`src/nested_bracket_mask_core_assert.svh`:
```
// ----------------------------------------------------------------------------
// Assertion macros for the nested bracket mask core
// Clocked checks on clk_i, disabled while rst_ni is low; empty under SYNTH.
// ----------------------------------------------------------------------------
`ifndef NESTED_BRACKET_MASK_CORE_ASSERT_SVH
`define NESTED_BRACKET_MASK_CORE_ASSERT_SVH

`ifndef SYNTH
// Property checked on every rising edge outside reset
`define NBM_ASSERT(label, prop, msg) \
  label: assert property (@(posedge clk_i) disable iff (!rst_ni) (prop)) else $error(msg);
// Implication checked on every rising edge outside reset
`define NBM_ASSERT_IMP(label, ante, cons, msg) \
  `NBM_ASSERT(label, (ante) |-> (cons), msg)
`else
`define NBM_ASSERT(label, prop, msg)
`define NBM_ASSERT_IMP(label, ante, cons, msg)
`endif

`endif

```
`src/nbm_pkg.sv`:
```
// ----------------------------------------------------------------------------
// nbm_pkg
// Shared types and constants of the nested bracket mask core.
// ----------------------------------------------------------------------------
`timescale 1ns / 1ps
`default_nettype none

package nbm_pkg;

  // Default stack depth and queue depth
  localparam int unsigned NbmMaxDepth   = 16;
  localparam int unsigned NbmQueueDepth = 2;

  // Pairs and configuration register map
  localparam int unsigned NbmPairs   = 4;
  localparam int unsigned NbmCfgIdxW = 3;
  localparam int unsigned NbmCharW   = 8;

  typedef enum logic [NbmCfgIdxW-1:0] {
    RegOpen0  = 3'd0,
    RegOpen1  = 3'd1,
    RegOpen2  = 3'd2,
    RegOpen3  = 3'd3,
    RegClose0 = 3'd4,
    RegClose1 = 3'd5,
    RegClose2 = 3'd6,
    RegClose3 = 3'd7
  } cfg_reg_e;

  // Mask classes
  typedef enum logic [1:0] {
    ClsOutside = 2'd0,
    ClsOpen    = 2'd1,
    ClsInside  = 2'd2,
    ClsClose   = 2'd3
  } cls_e;

  // Classified character handed from front to back
  typedef struct packed {
    logic [NbmCharW-1:0] ch;
    logic                last;
    logic                hit;
    logic [NbmCharW-1:0] closer;
  } cmd_t;

  // One result
  typedef struct packed {
    cls_e       cls;
    logic [4:0] depth;
    logic       ovf;
  } res_t;

endpackage

`default_nettype wire

```
`src/nbm_fifo.sv`:
```
// ----------------------------------------------------------------------------
// nbm_fifo
// Small synchronous queue with full/empty flags; push and pop may coincide.
// ----------------------------------------------------------------------------
`timescale 1ns / 1ps
`default_nettype none

module nbm_fifo #(
  parameter int unsigned Width = 8,
  parameter int unsigned Depth = nbm_pkg::NbmQueueDepth
) (
  input  wire logic             clk_i,
  input  wire logic             rst_ni,
  input  wire logic             push_i,
  input  wire logic [Width-1:0] wdata_i,
  output logic                  full_o,
  input  wire logic             pop_i,
  output logic      [Width-1:0] rdata_o,
  output logic                  empty_o
);

  // Depth is a power of two, at least 2
  localparam int unsigned PtrW = $clog2(Depth);
  localparam int unsigned CntW = $clog2(Depth + 1);

  logic [Width-1:0] mem_q [Depth];
  logic [PtrW-1:0]  wr_ptr_q, wr_ptr_d, rd_ptr_q, rd_ptr_d;
  logic [CntW-1:0]  cnt_q, cnt_d;
  logic             do_push, do_pop;

  assign full_o  = (cnt_q == CntW'(Depth));
  assign empty_o = (cnt_q == '0);
  assign do_push = push_i && !full_o;
  assign do_pop  = pop_i && !empty_o;
  assign rdata_o = mem_q[rd_ptr_q];

  // Pointer and fill count update
  always_comb begin
    wr_ptr_d = do_push ? wr_ptr_q + PtrW'(1) : wr_ptr_q;
    rd_ptr_d = do_pop ? rd_ptr_q + PtrW'(1) : rd_ptr_q;
    cnt_d    = cnt_q;
    if (do_push && !do_pop) begin
      cnt_d = cnt_q + CntW'(1);
    end else if (do_pop && !do_push) begin
      cnt_d = cnt_q - CntW'(1);
    end
  end

  always_ff @(posedge clk_i or negedge rst_ni) begin
    if (!rst_ni) begin
      wr_ptr_q <= '0;
      rd_ptr_q <= '0;
      cnt_q    <= '0;
    end else begin
      wr_ptr_q <= wr_ptr_d;
      rd_ptr_q <= rd_ptr_d;
      cnt_q    <= cnt_d;
    end
  end

  // Storage
  always_ff @(posedge clk_i) begin
    if (do_push) begin
      mem_q[wr_ptr_q] <= wdata_i;
    end
  end

endmodule

`default_nettype wire

```
`src/nbm_front.sv`:
```
// ----------------------------------------------------------------------------
// nbm_front
// Holds the delimiter registers and classifies each character against the
// four openers; the first matching pair selects the closer to push.
// ----------------------------------------------------------------------------
`timescale 1ns / 1ps
`default_nettype none

module nbm_front (
  input  wire logic                                 clk_i,
  input  wire logic                                 rst_ni,
  input  wire logic                                 cfg_we_i,
  input  wire logic [nbm_pkg::NbmCfgIdxW-1:0]       cfg_idx_i,
  input  wire logic [nbm_pkg::NbmCharW-1:0]         cfg_wdata_i,
  input  wire logic [nbm_pkg::NbmCharW-1:0]         ch_i,
  input  wire logic                                 last_i,
  output nbm_pkg::cmd_t                             cmd_o
);

  logic [nbm_pkg::NbmCharW-1:0] open_q  [nbm_pkg::NbmPairs];
  logic [nbm_pkg::NbmCharW-1:0] close_q [nbm_pkg::NbmPairs];

  // Configuration writes
  always_ff @(posedge clk_i or negedge rst_ni) begin
    if (!rst_ni) begin
      for (int i = 0; i < nbm_pkg::NbmPairs; i++) begin
        open_q[i]  <= '0;
        close_q[i] <= '0;
      end
    end else if (cfg_we_i) begin
      unique case (nbm_pkg::cfg_reg_e'(cfg_idx_i))
        nbm_pkg::RegOpen0:  open_q[0]  <= cfg_wdata_i;
        nbm_pkg::RegOpen1:  open_q[1]  <= cfg_wdata_i;
        nbm_pkg::RegOpen2:  open_q[2]  <= cfg_wdata_i;
        nbm_pkg::RegOpen3:  open_q[3]  <= cfg_wdata_i;
        nbm_pkg::RegClose0: close_q[0] <= cfg_wdata_i;
        nbm_pkg::RegClose1: close_q[1] <= cfg_wdata_i;
        nbm_pkg::RegClose2: close_q[2] <= cfg_wdata_i;
        nbm_pkg::RegClose3: close_q[3] <= cfg_wdata_i;
        default: ;
      endcase
    end
  end

  // Opener match, lowest pair wins; a zero opener is disabled
  always_comb begin
    cmd_o.ch     = ch_i;
    cmd_o.last   = last_i;
    cmd_o.hit    = 1'b0;
    cmd_o.closer = '0;
    for (int i = nbm_pkg::NbmPairs - 1; i >= 0; i--) begin
      if (open_q[i] != '0 && open_q[i] == ch_i) begin
        cmd_o.hit    = 1'b1;
        cmd_o.closer = close_q[i];
      end
    end
  end

endmodule

`default_nettype wire

```
`src/nbm_back.sv`:
```
// ----------------------------------------------------------------------------
// nbm_back
// Executes the stack operation of one classified character per cycle while the result queue has room.
// Top and next-to-top are registers; deeper levels live in a memory whose
// registered read refills the next-to-top register on a pop.
// ----------------------------------------------------------------------------
`timescale 1ns / 1ps
`default_nettype none

module nbm_back #(
  parameter int unsigned MaxDepth = nbm_pkg::NbmMaxDepth,
  localparam int unsigned DepthW  = $clog2(MaxDepth + 1)
) (
  input  wire logic              clk_i,
  input  wire logic              rst_ni,
  input  wire nbm_pkg::cmd_t     cmd_i,
  input  wire logic              cmd_valid_i,
  output logic                   cmd_pop_o,
  output nbm_pkg::res_t          res_o,
  input  wire logic              res_full_i,
  output logic                   res_push_o,
  output logic [DepthW-1:0]      depth_o
);

  localparam int unsigned AddrW = (MaxDepth > 1) ? $clog2(MaxDepth) : 1;

  logic [nbm_pkg::NbmCharW-1:0] stack_mem [MaxDepth];
  logic [nbm_pkg::NbmCharW-1:0] top_q, below_q;
  logic [DepthW-1:0]            depth_q, depth_d, depth_after;
  logic [DepthW-1:0]            wr_idx, rd_idx;
  logic [DepthW+4:0]            depth_wide;
  logic                         fire, at_max, do_push, do_pop;

  // Transfer from the command queue to the result queue
  assign fire       = cmd_valid_i && !res_full_i;
  assign cmd_pop_o  = fire;
  assign res_push_o = fire;
  assign depth_o    = depth_q;

  // Stack decision
  assign at_max  = (depth_q == DepthW'(MaxDepth));
  assign do_push = cmd_i.hit && !at_max;
  assign do_pop  = !cmd_i.hit && (depth_q != '0) && (top_q != '0) && (top_q == cmd_i.ch);

  always_comb begin
    depth_after = depth_q;
    if (do_push) begin
      depth_after = depth_q + DepthW'(1);
    end else if (do_pop) begin
      depth_after = depth_q - DepthW'(1);
    end
  end

  // Result fields
  assign depth_wide = (DepthW + 5)'(depth_after);

  always_comb begin
    res_o.depth = depth_wide[4:0];
    res_o.ovf   = cmd_i.hit && at_max;
    if (cmd_i.hit) begin
      res_o.cls = (!at_max && depth_q == '0) ? nbm_pkg::ClsOpen : nbm_pkg::ClsInside;
    end else if (do_pop) begin
      res_o.cls = (depth_after == '0) ? nbm_pkg::ClsClose : nbm_pkg::ClsInside;
    end else begin
      res_o.cls = (depth_q != '0) ? nbm_pkg::ClsInside : nbm_pkg::ClsOutside;
    end
  end

  // Depth register; last clears it after the result is formed
  assign depth_d = !fire ? depth_q : (cmd_i.last ? '0 : depth_after);

  always_ff @(posedge clk_i or negedge rst_ni) begin
    if (!rst_ni) begin
      depth_q <= '0;
    end else begin
      depth_q <= depth_d;
    end
  end

  // Top of stack
  always_ff @(posedge clk_i) begin
    if (fire && do_push) begin
      top_q <= cmd_i.closer;
    end else if (fire && do_pop) begin
      top_q <= below_q;
    end
  end

  // Spill to and refill from the memory below the two top levels
  assign wr_idx = depth_q - DepthW'(2);
  assign rd_idx = depth_q - DepthW'(3);

  always_ff @(posedge clk_i) begin
    if (fire && do_push) begin
      if (depth_q > DepthW'(1)) begin
        stack_mem[wr_idx[AddrW-1:0]] <= below_q;
      end
      below_q <= top_q;
    end else if (fire && do_pop) begin
      below_q <= stack_mem[rd_idx[AddrW-1:0]];
    end
  end

endmodule

`default_nettype wire

```
`src/nested_bracket_mask_core.sv`:
```
// A pushed character is registered in the command queue, turned into a result
// by the back end and registered in the result queue (empty_o low); a full
// result queue stalls the back end. Throughput: one character per cycle while
// the result queue has room, set by the stack update with top and next-to-top held in registers.
// Reset: rst_ni (async, active low) empties both queues, clears the nesting
// depth and zeroes all delimiter registers; the stack memory is not cleared.
// ----------------------------------------------------------------------------
// nested_bracket_mask_core
// Bracket nesting mask: a front classifier and a stack back end joined by a
// short command queue, with a result queue at the output.
// ----------------------------------------------------------------------------
`timescale 1ns / 1ps
`default_nettype none

`include "nested_bracket_mask_core_assert.svh"

module nested_bracket_mask_core #(
  parameter int unsigned MaxDepth   = nbm_pkg::NbmMaxDepth,
  parameter int unsigned QueueDepth = nbm_pkg::NbmQueueDepth
) (
  input  wire logic                           clk_i,
  input  wire logic                           rst_ni,
  // configuration
  input  wire logic                           cfg_we_i,
  input  wire logic [nbm_pkg::NbmCfgIdxW-1:0] cfg_idx_i,
  input  wire logic [nbm_pkg::NbmCharW-1:0]   cfg_wdata_i,
  // characters
  input  wire logic                           push_i,
  output logic                                full_o,
  input  wire logic [nbm_pkg::NbmCharW-1:0]   ch_i,
  input  wire logic                           last_i,
  // results
  output logic                                empty_o,
  input  wire logic                           pop_i,
  output logic [1:0]                          mask_class_o,
  output logic [4:0]                          depth_o,
  output logic                                overflow_o
);

  localparam int unsigned DepthW = $clog2(MaxDepth + 1);

  nbm_pkg::cmd_t     front_cmd, back_cmd;
  nbm_pkg::res_t     back_res, out_res;
  logic              cmd_empty, cmd_pop;
  logic              res_full, res_push;
  logic [DepthW-1:0] stack_depth;

  // Classifier
  nbm_front u_front (
    .clk_i       (clk_i),
    .rst_ni      (rst_ni),
    .cfg_we_i    (cfg_we_i),
    .cfg_idx_i   (cfg_idx_i),
    .cfg_wdata_i (cfg_wdata_i),
    .ch_i        (ch_i),
    .last_i      (last_i),
    .cmd_o       (front_cmd)
  );

  // Command queue between front and back
  nbm_fifo #(
    .Width ($bits(nbm_pkg::cmd_t)),
    .Depth (QueueDepth)
  ) u_cmd_fifo (
    .clk_i   (clk_i),
    .rst_ni  (rst_ni),
    .push_i  (push_i),
    .wdata_i (front_cmd),
    .full_o  (full_o),
    .pop_i   (cmd_pop),
    .rdata_o (back_cmd),
    .empty_o (cmd_empty)
  );

  // Stack engine
  nbm_back #(
    .MaxDepth (MaxDepth)
  ) u_back (
    .clk_i       (clk_i),
    .rst_ni      (rst_ni),
    .cmd_i       (back_cmd),
    .cmd_valid_i (!cmd_empty),
    .cmd_pop_o   (cmd_pop),
    .res_o       (back_res),
    .res_full_i  (res_full),
    .res_push_o  (res_push),
    .depth_o     (stack_depth)
  );

  // Result queue
  nbm_fifo #(
    .Width ($bits(nbm_pkg::res_t)),
    .Depth (QueueDepth)
  ) u_res_fifo (
    .clk_i   (clk_i),
    .rst_ni  (rst_ni),
    .push_i  (res_push),
    .wdata_i (back_res),
    .full_o  (res_full),
    .pop_i   (pop_i),
    .rdata_o (out_res),
    .empty_o (empty_o)
  );

  assign mask_class_o = out_res.cls;
  assign depth_o      = out_res.depth;
  assign overflow_o   = out_res.ovf;

  // Checks
  `NBM_ASSERT(a_depth_bound, stack_depth <= DepthW'(MaxDepth), "stack depth above maximum")
  `NBM_ASSERT_IMP(a_ovf_inside, !empty_o && overflow_o, mask_class_o == nbm_pkg::ClsInside, "overflow result not inside")
  `NBM_ASSERT_IMP(a_close_zero, !empty_o && mask_class_o == nbm_pkg::ClsClose, depth_o == 5'd0, "outer close with nonzero depth")
  `NBM_ASSERT_IMP(a_last_clear, res_push && back_cmd.last, ##1 stack_depth == '0, "depth not cleared after last")

endmodule

`default_nettype wire
```
`config.mk`:
```
export PLATFORM = sky130hd
export DESIGN_NAME = nested_bracket_mask_core
export DESIGN_NICKNAME = d
export VERILOG_FILES = /design/src/nbm_pkg.sv /design/src/nbm_fifo.sv /design/src/nbm_front.sv /design/src/nbm_back.sv /design/src/nested_bracket_mask_core.sv
export VERILOG_INCLUDE_DIRS = /design/src /design/src/src
export SDC_FILE = /design/constraint.sdc
export NUM_CORES = 1
export LEC_CHECK = 0
export BUFFER_PORTS_ARGS = -buffer_cell sky130_fd_sc_hd__buf_4
export CAP_MARGIN = 15
export CELL_PAD_IN_SITES_DETAIL_PLACEMENT = 1
export CELL_PAD_IN_SITES_GLOBAL_PLACEMENT = 1
export CORE_ASPECT_RATIO = 0.8
export CORE_UTILIZATION = 25
export CTS_CLUSTER_DIAMETER = 80
export DETAILED_ROUTE_END_ITERATION = 16
export GPL_TIMING_DRIVEN = 0
export PLACE_DENSITY_LB_ADDON = 0.15
export SLEW_MARGIN = 20
export SYNTH_ARGS = -nofsm -noshare
export SYNTH_HDL_FRONTEND = slang
export SYNTH_SLANG_ARGS = --single-unit
```
`constraint.sdc`:
```
create_clock -name clk_i -period 8 [get_ports clk_i]
set_clock_uncertainty 0.1 [all_clocks]
set_input_delay 0.8 -clock clk_i [delete_from_list [all_inputs] [get_ports clk_i]]
set_output_delay 0.8 -clock clk_i [all_outputs]
set_load 0.005 [all_outputs]
```
Word level (Yosys, flattened, before mapping):

Memory sizes are Yosys's and may differ from the RTL's.
Index checks and enable logic that the tools add are counted.
Widths: inputs -> output; s select.

* memories: 3
* RAM bits: 180
* logic and storage cells: 128
* bits in registers: 93

Memories
* u_back.stack_mem: depth 16, bits a word 8, read ports 1, clocked after memory_dff 0, write ports 1, line nbm_back.sv:27 `logic [nbm_pkg::NbmCharW-1:0] stack_mem [MaxDepth];`
* u_cmd_fifo.mem_q: depth 2, bits a word 18, read ports 1, clocked after memory_dff 0, write ports 1, line nbm_fifo.sv:26 `logic [Width-1:0] mem_q [Depth];`
* u_res_fifo.mem_q: depth 2, bits a word 8, read ports 1, clocked after memory_dff 0, write ports 1, line nbm_fifo.sv:26

* add/sub/neg operators: 12
* magnitude comparators: 1
* muxes and demuxes: 27
* reductions and logical operators: 53
* equality and inequality tests: 15

Operator list (count)
* $eq 8x8->1: 5
* $reduce_bool 8->1: 5
* $mux 9: 4
* $mux 8: 4
* $logic_and 1x1->1: 21
* $mux 2: 8
* $reduce_and 2->1: 8
* $mux 5: 3
* $eq 3x3->1 const B: 4
* $logic_not 1->1: 10
* $logic_not 5->1: 2
* $mux 1: 8
* $sub 4x2->4 const B: 2
* $eq 3x2->1 const B: 2
* $reduce_bool 2->1: 3
* $add 5x1->5 const B: 1
* $eq 5x5->1 const B: 1
* $gt 5x1->1 const B: 1
* $reduce_bool 5->1: 1
* $sub 5x1->5 const B: 1
* $add 1x1->1 const B: 4
* $add 2x1->2 const B: 2
* $eq 2x2->1 const B: 2
* $logic_not 2->1: 2
* other kinds (3): 4

Depth between registers and ports, before layout:

Gate-level depths: netlist of run 1.
An unclocked memory read counts as a cell.

* depth after elaboration: 11
* mapped depth: 11
* mapped depth without buffers: 8

Cells and area by module:

Synthesis of run 1 repeated with hierarchy kept, for this count alone.

* cell total of the unflattened synthesis: 747
* area, all modules: 12099.1 µm²

Modules (own cells, without submodules)
* nbm_back: cells an instance 370, area an instance 6458.7 µm², instances 1
* nbm_front: cells an instance 257, area an instance 3309.4 µm², instances 1
* nbm_fifo (u_cmd_fifo): cells an instance 75, area an instance 1545.2 µm², instances 1
* nbm_fifo (u_res_fifo): cells an instance 44, area an instance 782.0 µm², instances 1
* nested_bracket_mask_core: cells an instance 1, area an instance 3.8 µm², instances 1

Least setup slack after synthesis of run 1:

No wires, ideal clock.

* path kind: reg-to-reg
* start point: reg u_back.depth_q[0], in the netlist u_back.depth_o[0]
* end point: reg u_back.below_q[0] (netlist bit), enable pin
* clock period less this slack: 3.246 ns
* required time: 7.506 ns
* path slack: 4.754 ns
* cell stages (with the launch flop): 10
* arrival time: 2.752 ns
* cell sequence: dfrtp_1 buf_2 buf_2 inv_1 ha_1 nand3b_1 and3_1 nand3_2 buf_6 a21oi_1

* word-level cells in the longest chain between the ends: 6
* elaborated cells between the ends (all ways): 10
* classes of those cells: eq/ne (1); reduce/logical (9)

RTL lines
* start, declared: line nbm_back.sv:29 `logic [DepthW-1:0] depth_q, depth_d, depth_after;`
* start signal, assigned: line nbm_back.sv:76 `depth_q <= depth_d;`
* $reduce_bool 5->1: line nbm_back.sv:43 `assign do_pop = !cmd_i.hit && (depth_q != '0) && (top_q != '0) && (top_q == cmd_i.ch);`
* $logic_and 1x1->1 (3 in series): line nbm_back.sv:43
* $logic_and 1x1->1: line nbm_back.sv:99 `end else if (fire && do_pop) begin`
* $reduce_bool 2->1 (no line) (*)
* end signal, assigned: line nbm_back.sv:98 `below_q <= top_q;`
* end signal, assigned: line nbm_back.sv:100 `below_q <= stack_mem[rd_idx[AddrW-1:0]];`
* end, declared: line nbm_back.sv:28 `logic [nbm_pkg::NbmCharW-1:0] top_q, below_q;`

Every way passes the cells marked *; elsewhere a longest branch is shown, timed or not.
A chain may end at the register's enable or synchronous reset.

Worst setup path in the final report of run 1:

* start point: reg u_back.depth_q[0], in the netlist u_back.depth_o[0]
* end point: mem u_back.stack_mem[3][1] (netlist bit), enable pin

* word-level cells in the longest chain between the ends: 6
* elaborated cells between the ends (all ways): 9
* classes of those cells: add/sub (1); order compare (1); eq/ne (1); mux (3); reduce/logical (3)

RTL lines (line)
* parallel branches: the longest is 6 deep, another holds $gt 5x1->1
* end, declared: nbm_back.sv:27

Several ways; the timed one is not identified.

==> results.md, run 1 <==
* Status: complete, no violations
* First-pass GRT wire length at 45,400 um
* Number of global-route vias before repair at 6,973
* Synth unique cells at 57
* Slowest cell on the critical path: nor2_1
* Fmax achieved at 219 MHz
* Routability Congestion at 0.719
* Crit share post-route at 0.570
* Initial core utilization at 0.256
* I/O Buffers at 30
* RR Startpoint: u_back.depth_o[0]$_DFFE_PN0P_
* Non-filler instance count after layout at 1,432
* Final Slew Violations at 0
* Wire per inst at 20.8 um
* CP Max Fanout at 10
* Met2 routed WL at 12,400 um
* Max layer used: met4
* Syn Nets at 768
* Clock power frac at 0.264
* Sequential element share of the synthesized area at 0.664
* Clk pin slew, worst setup/hold paths at 0.06 ns
* CTS max path bufs at 3
* Root buffer cell: clkbuf_16
* CP endpoint: u_back.stack_mem[3][1]$_DFFE_PP_
* Cts bufs inserted at 31
* Initial antenna violation count at 5
* Top-area cell type share of the netlist area at 0.500
* Routed wl met3 at 901 um
* Bufs and invs on worst path at 3
* Total track usage at 0.127
* Least-Margin Pin Slew at 0.970 ns
* Crit-path cells: buf_2 > buf_2 > inv_1 > ha_1 > nand4bb_1 > nand2_1 > nor2_1 > o31a_1 > nand2_1 > nor2_1
* Mapped Cells at 732
* Average size of a mapped cell at 16.1 sq um
* Layout Utilization at 0.297
* CP top delay family: simple AND/OR/NAND/NOR gates
* Worst ir drop on vdd at 0.000128 V
* Vias at 6,388
* RR Endpoint: u_back.stack_mem[3][1]$_DFFE_PP_
* Final TNS setup at 0 ns
* H-tree depth at 1
* Tmin final at 4.56 ns
* R2R setup slack at 3.44 ns
* CP Capture Type: flop
* Die Ht at 196 um
* Cell count along the critical path at 10
* Sw Share at 0.328
* Static leakage power at 4.80 nW
* Synth warn at 0
* CP Launch Type: flop
* Sink Count at 273
* # DRC at 0
* First-pass iteration count of the detailed router at 4
* Worst R2R Path Depth at 10
* ANT nets after route at 0
* Cells after DPL at 1,376
* DIE WIDTH at 245 um
* # Post-CTS Setup Buffers at 0
* Post-synth EDFFs at 196
* Hold Crit Class: in2async
* M1 WL at 15,900 um
* Clk_lat worst skew at 0.57 ns
* Logic gate share of total power at 0.277
* CP arrival at 4.65 ns
* Final setup vio count at 0
* Layout cells sized above 1 at 0.251
* RSZ-0062 raised after global routing: no
* Max-Cap Viols at 0
* Most frequently used flop master after synthesis: edfxtp_1
* Cts repair resizes at 0
* Worst slew margin at 0.351
* Critical Path RT at 8.09 ns
* CP peak stage delay at 0.80 ns
* Largest net degree at the start of global routing at 78
* Flop pwr share at 0.459
* Mapped cell area at 11,800 sq um
* Seq cells post-synth at 273
* DIE AREA at 48,000 sq um
* Number of vias per cell at 4.46
* N_diodes at 0
* Initial DRC count at 444
* Estimated wirelength of the detail-placed design at 20,400 um
* Area growth from synthesis to layout at 16.3%
* Final wirelength at 29,800 um
* Row Count at 70
* Net Switching at 1.58 mW
* Fraction of registers with async set/reset at 0.282
* Grt total ovfl at 0
* P per Cell Area at 351 nW/um^2
* Cts hold-fix bufs at 0
* Final Hold Fails at 0
* Internal at 3.23 mW
* Post-DP Area at 12,800 sq um
* CP startpoint: u_back.depth_o[0]$_DFFE_PN0P_
* Type of the worst setup path: reg2reg
* Core ar. at 46,100 sq um
* Yosys top cell by area: edfxtp_1
* Nets at 833
* Synth area leaders: edfxtp_1 (50%), dfrtp_1 (16%), mux2_2 (7.6%)
* Design Area, Final at 13,700 sq um
* CTS tree: done
* I/O pin cnt at 35
==> sequential cells by signal (all words and copies together) (netlist names) <==
name,count
u_res_fifo.cnt_q,2
u_cmd_fifo.wr_ptr_q,1
u_back.depth_o,5
u_back.top_q,8
u_res_fifo.mem_q,16
u_cmd_fifo.cnt_q,2
u_front.close_q,32
u_cmd_fifo.mem_q,36
u_back.below_q,8
u_res_fifo.wr_ptr_q,1
u_front.open_q,32
u_back.stack_mem,128
u_cmd_fifo.rd_ptr_q,1
u_res_fifo.rd_ptr_q,1
==> cell usage after synthesis, types with 4 or more instances <==
library cell,number
nor4_1,10
xnor2_1,20
a2111oi_0,4
buf_2,8
edfxtp_1,196
xor2_1,34
mux4_2,32
clkbuf_1,20
a21oi_1,25
nand4_1,4
dfrtp_1,77
nand2_1,27
mux2_2,79
ha_1,11
o21ai_0,14
inv_1,20
o221ai_1,8
o21a_1,9
nor2_1,44
nand2b_1,4
mux2i_1,35
==> power by group through the flow <==
stage / combinational (mW) / clock, mW / sequential, mW
after floorplan: 0.934 / 0 / 2.11
final: 1.33 / 1.27 / 2.20
after global placement: 1.34 / 0 / 2.23
after global routing: 1.48 / 1.36 / 2.25
after detailed placement: 1.36 / 0 / 2.24
after CTS: 1.37 / 1.31 / 2.21
==> layout by cell type (no fill, tap or decap), drive strengths merged, types with 3 or more instances in the layout <==
| master | instances |
|---|---|
| mux2 | 79 |
| nand2 | 27 |
| inv | 21 |
| a2111oi | 4 |
| edfxtp | 196 |
| a21oi | 25 |
| nor4 | 12 |
| nand3 | 3 |
| o221ai | 8 |
| xor2 | 34 |
| dfrtp | 77 |
| nand4b | 3 |
| o21a | 9 |
| mux2i | 35 |
| mux4 | 32 |
| clkinv | 15 |
| and3 | 3 |
| nand4 | 4 |
| clkbuf | 59 |
| nor2 | 44 |
| buf | 43 |
| ha | 11 |
| nor3 | 4 |
| nand2b | 4 |
| o21ai | 17 |
| xnor2 | 20 |
==> cell type report <==
type	instances	area [sq um]
Fill cell	4840	32400
Sequential cell	273	7810
Multi-Input combinational cell	408	3750
Clock buffer	39	806
Tap cell	612	766
Timing Repair Buffer	32	251
Buffer	31	141
Clock inverter	17	81.3
Inverter	20	75.1
==> metal layers <==
| layer | global-route usage | vias to the layer above |
|---|---|---|
| li1 | - | 2928 |
| met1 | 0.200 | 3334 |
| met2 | 0.182 | 92 |
| met3 | 0.0198 | 34 |
| met4 | 0.0273 | 0 |
| met5 | 0 | - |
==> metrics by stage <==
stage	worst slack [ns]	hold WS, ns	power, mW
floorplan	4.75	0.360	3.04
CTS	3.34	0.318	4.90
detailed placement	3.37	0.384	3.60
finish	3.44	0.158	4.80
global placement	3.34	0.378	3.57
global route	3.09	0.207	5.08
==> cells by family after synthesis <==
family / count (synthesis) / share of synthesized area
AO/OA/AOI/OAI: 83 / 0.0485
adder cells (fa/ha/maj): 11 / 0.0117
XOR/XNOR: 54 / 0.0402
AND/OR/NAND/NOR: 114 / 0.0510
flip-flops: 273 / 0.664
buffers and inverters: 51 / 0.0184
multiplexers: 146 / 0.167
==> worst min path at each step <==
stage / from / to
final: rst_ni / u_front.open_q[8]$_DFFE_PN0P_
after global routing: rst_ni / u_front.open_q[11]$_DFFE_PN0P_
after CTS: last_i / u_cmd_fifo.mem_q[1][9]$_DFFE_PP_
after detailed placement: u_res_fifo.wr_ptr_q$_DFFE_PN0P_ / u_res_fifo.wr_ptr_q$_DFFE_PN0P_
after global placement: u_res_fifo.wr_ptr_q$_DFFE_PN0P_ / u_res_fifo.wr_ptr_q$_DFFE_PN0P_
after floorplan: u_res_fifo.wr_ptr_q$_DFFE_PN0P_ / u_res_fifo.wr_ptr_q$_DFFE_PN0P_
Power figures use the tool's default switching activity.
==> run 2: changes to the inputs <==
ABC_AREA = 1   (was unset)
clock period = 4.2 ns   (was 8 ns; I/O delays follow)
==> results.md, run 2 <==
* Die Ht at 199 um (+1.4%)
* CP arrival at 4.01 ns (-0.64 ns)
* Slowest cell on the critical path: dfrtp_1
* Row Count at 71 (+1.4%)
* Commonest non-fill, non-tap cell in the layout: nand2_1
* Static leakage power at 5.56 nW (+16%)
* Wire per inst at 19.6 um (-5.9%)
* Worst ir drop on vdd at 0.000367 V (+190%)
* Final TNS setup at 0 ns (unchanged)
* DIE WIDTH at 248 um (+1.4%)
* Syn Nets at 1,175 (+53%)
* CTS tree: done
* Synth warn at 0 (unchanged)
* Pre-CTS WS at 0.192 ns (-3.18 ns)
* Layout Utilization at 0.303 (+0.00564)
* Yosys top cell by area: edfxtp_1
* Final Hold Fails at 0 (unchanged)
* Hold path depth at 1
* CP Max Fanout at 16 (+6)
* Largest net degree at the start of global routing at 42 (-46%)
* Sequential element share of the synthesized area at 0.645 (-0.0184)
* Clk pin slew, worst setup/hold paths at 0.06 ns (about the same)
* Routability Congestion at 0.795 (+11%)
* Initial antenna violation count at 0 (-5)
* N_diodes at 0 (unchanged)
* Max reg flops at 128 (unchanged)
* Commonest cells after routing, fill and taps aside: nand2_1 (218), edfxtp_1 (196), nor2_1 (162)
* Final setup vio count at 0 (unchanged)
* Top-area cell type share of the netlist area at 0.486 (-0.0139)
* Estimated wirelength of the detail-placed design at 26,300 um (+29%)
* I/O Buffers at 34 (+13%)
* Most used cell, CP: clkbuf_1
* Critical Path RT at 4.53 ns (-3.56 ns)
* Fraction of registers with async set/reset at 0.282 (unchanged)
* Fmax achieved at 272 MHz (+24%)
* Final wirelength at 36,500 um (+23%)
* Top post-synthesis cells by count: nand2_1 (218), edfxtp_1 (196), nor2_1 (164)
* R2R setup slack at 0.52 ns (-2.92 ns)
* First-pass GRT wire length at 56,200 um (+24%)
* Core ar. at 47,400 sq um (+3.0%)
* WHS Endpoint: u_cmd_fifo.mem_q[1][15]$_DFFE_PP_
* Clk_lat worst skew at 0.58 ns (about the same)
* Mapped cell area at 12,100 sq um (+2.9%)
* Average size of a mapped cell at 10.6 sq um (-34%)
* Hold Crit Class: in2reg
* CP Launch Type: flop
* Cts bufs inserted at 31 (unchanged)
* Root buffer cell: clkbuf_16
* Fin Hold WS at 0.0569 ns (-0.101 ns)
* Mapped Cells at 1,139 (+56%)
* Seq cells post-synth at 273 (unchanged)
* ANT nets after route at 0 (unchanged)
* Synth area leaders: edfxtp_1 (49%), dfrtp_1 (16%), nand2_1 (6.8%)
* Least-Margin Pin Slew at 0.948 ns (-0.0220 ns)
* CP peak stage delay at 0.60 ns (-0.20 ns)
* Post-synth EDFFs at 196 (unchanged)
* Initial core utilization at 0.255 (-0.000278)
* Total track usage at 0.153 (+0.0252)
* Hold_sp: ch_i[5]
* CP top delay family: buffers and inverters
* Nets at 1,259 (+51%)
* I/O pin cnt at 35 (unchanged)
* Total power draw at 9.88 mW (+110%)
* First-pass iteration count of the detailed router at 5 (+1)
* Area growth from synthesis to layout at 18.6%
* Max-Cap Viols at 0 (unchanged)
* Crit-path cells: inv_2 > ha_1 > clkbuf_1 > clkbuf_1 > o21ai_0 > o32ai_1 > o211ai_1 > a31oi_1
* Type of the worst setup path: reg2reg
* Grt total ovfl at 0 (unchanged)
* Most frequently used flop master after synthesis: edfxtp_1
* Initial DRC count at 541 (+22%)
* Status: complete, no violations
* Vias at 8,586 (+34%)
* Synth unique cells at 40 (-30%)
* RR Startpoint: u_back.depth_o[0]$_DFFE_PN0P_
* Number of vias per cell at 4.60 (+3.0%)
* DIE AREA at 49,300 sq um (+2.8%)
* Count leader, synth: nand2_1
* Final Slew Violations at 0 (unchanged)
* Bufs and invs on worst path at 3 (unchanged)
* RSZ-0062 raised after global routing: no
* # DRC at 0 (unchanged)
* Final WS setup at 0.520 ns (-2.92 ns)
* Worst slew margin at 0.365 (+0.0147)
* H-tree depth at 1 (unchanged)
* Tmin final at 3.68 ns (-0.881 ns)
* Worst R2R Path Depth at 8 (-2)
* Layout cells sized above 1 at 0.106 (-0.145)
* Crit share post-route at 0.876 (+0.306)
* P per Cell Area at 688 nW/um^2 (+96%)
* CTS max path bufs at 3 (unchanged)
* Number of global-route vias before repair at 8,915 (+28%)
* RR Endpoint: u_back.below_q[5]$_DFFE_PP_
* Sink Count at 273 (unchanged)
* CP Capture Type: flop
## run 2: how the worst max path moves through the flow
stage	startpoint	endpoint	slack, ns	cells after the start
floorplan	u_back.depth_o[0]$_DFFE_PN0P_	u_back.below_q[0]$_DFFE_PP_	1.04	10
global placement	u_back.depth_o[0]$_DFFE_PN0P_	u_back.below_q[6]$_DFFE_PP_	-0.36	10
detailed placement	u_back.depth_o[0]$_DFFE_PN0P_	u_back.below_q[5]$_DFFE_PP_	0.19	9
CTS	u_back.depth_o[0]$_DFFE_PN0P_	u_back.below_q[5]$_DFFE_PP_	0.18	9
global route	u_back.depth_o[0]$_DFFE_PN0P_	u_back.below_q[5]$_DFFE_PP_	0.23	8
finish	u_back.depth_o[0]$_DFFE_PN0P_	u_back.below_q[5]$_DFFE_PP_	0.52	8
## run 2: stage by stage
stage                     instances  area (sq um)
after floorplan                1139         12100
after global placement         1793         13100
after detailed placement       1796         13200
after CTS                      1869         14400
after global routing           1868         14400
final                          1868         14400
## run 2: area by class of cell
| type | instances | area, sq um |
|---|---|---|
| fill | 5357 | 33100 |
| sequential | 273 | 7810 |
| multi-input combinational | 731 | 3780 |
| clock buffer | 47 | 876 |
| tap | 620 | 776 |
| timing repair buffer | 52 | 455 |
| inverter | 93 | 349 |
| buffer | 41 | 185 |
| clock inverter | 11 | 131 |
## run 2: repair_timing
action / 4_1_cts / 5_1_grt
endpoints found under the hold margin: 56 / 0
setup buffers: 0 / 0
gates resized for setup: 0 / 0
hold buffers: 15 / 0
setup endpoints to repair: 0 / 1
## run 2: cells by family (layout without fill, tap and decap cells)
kind of cell    count (synthesis)  count (layout)  share of synthesized area
flops                         273             273                      0.645
fa+ha+maj                      11              11                     0.0114
xor+xnor                       27              27                     0.0195
buf+inv                       135             244                     0.0444
compound gates                197             197                     0.0985
simple gates                  479             479                      0.167
mux                            17              17                     0.0141
## run 2: power breakdown
part	switching [mW]	total (mW)	internal [mW]
clock	1.11	2.73	1.61
sequential	0.536	4.26	3.72
combinational	1.96	2.90	0.939
total	3.61	9.88	6.27
## run 2: metal layers
metal	vias up	track usage	wire length, um
met5	-	0	0
met4	0	0.0316	624
met3	48	0.0240	1250
met2	113	0.217	14900
met1	4309	0.239	19800
li1	4116	-	-
## run 2: worst reg2reg max path, cell delays in order (launching register included)
cell and delay [ns]:
dfrtp_1 0.60, inv_2 0.28, ha_1 0.39, clkbuf_1 0.59, clkbuf_1 0.57, o21ai_0 0.24
o32ai_1 0.42, o211ai_1 0.16, a31oi_1 0.18
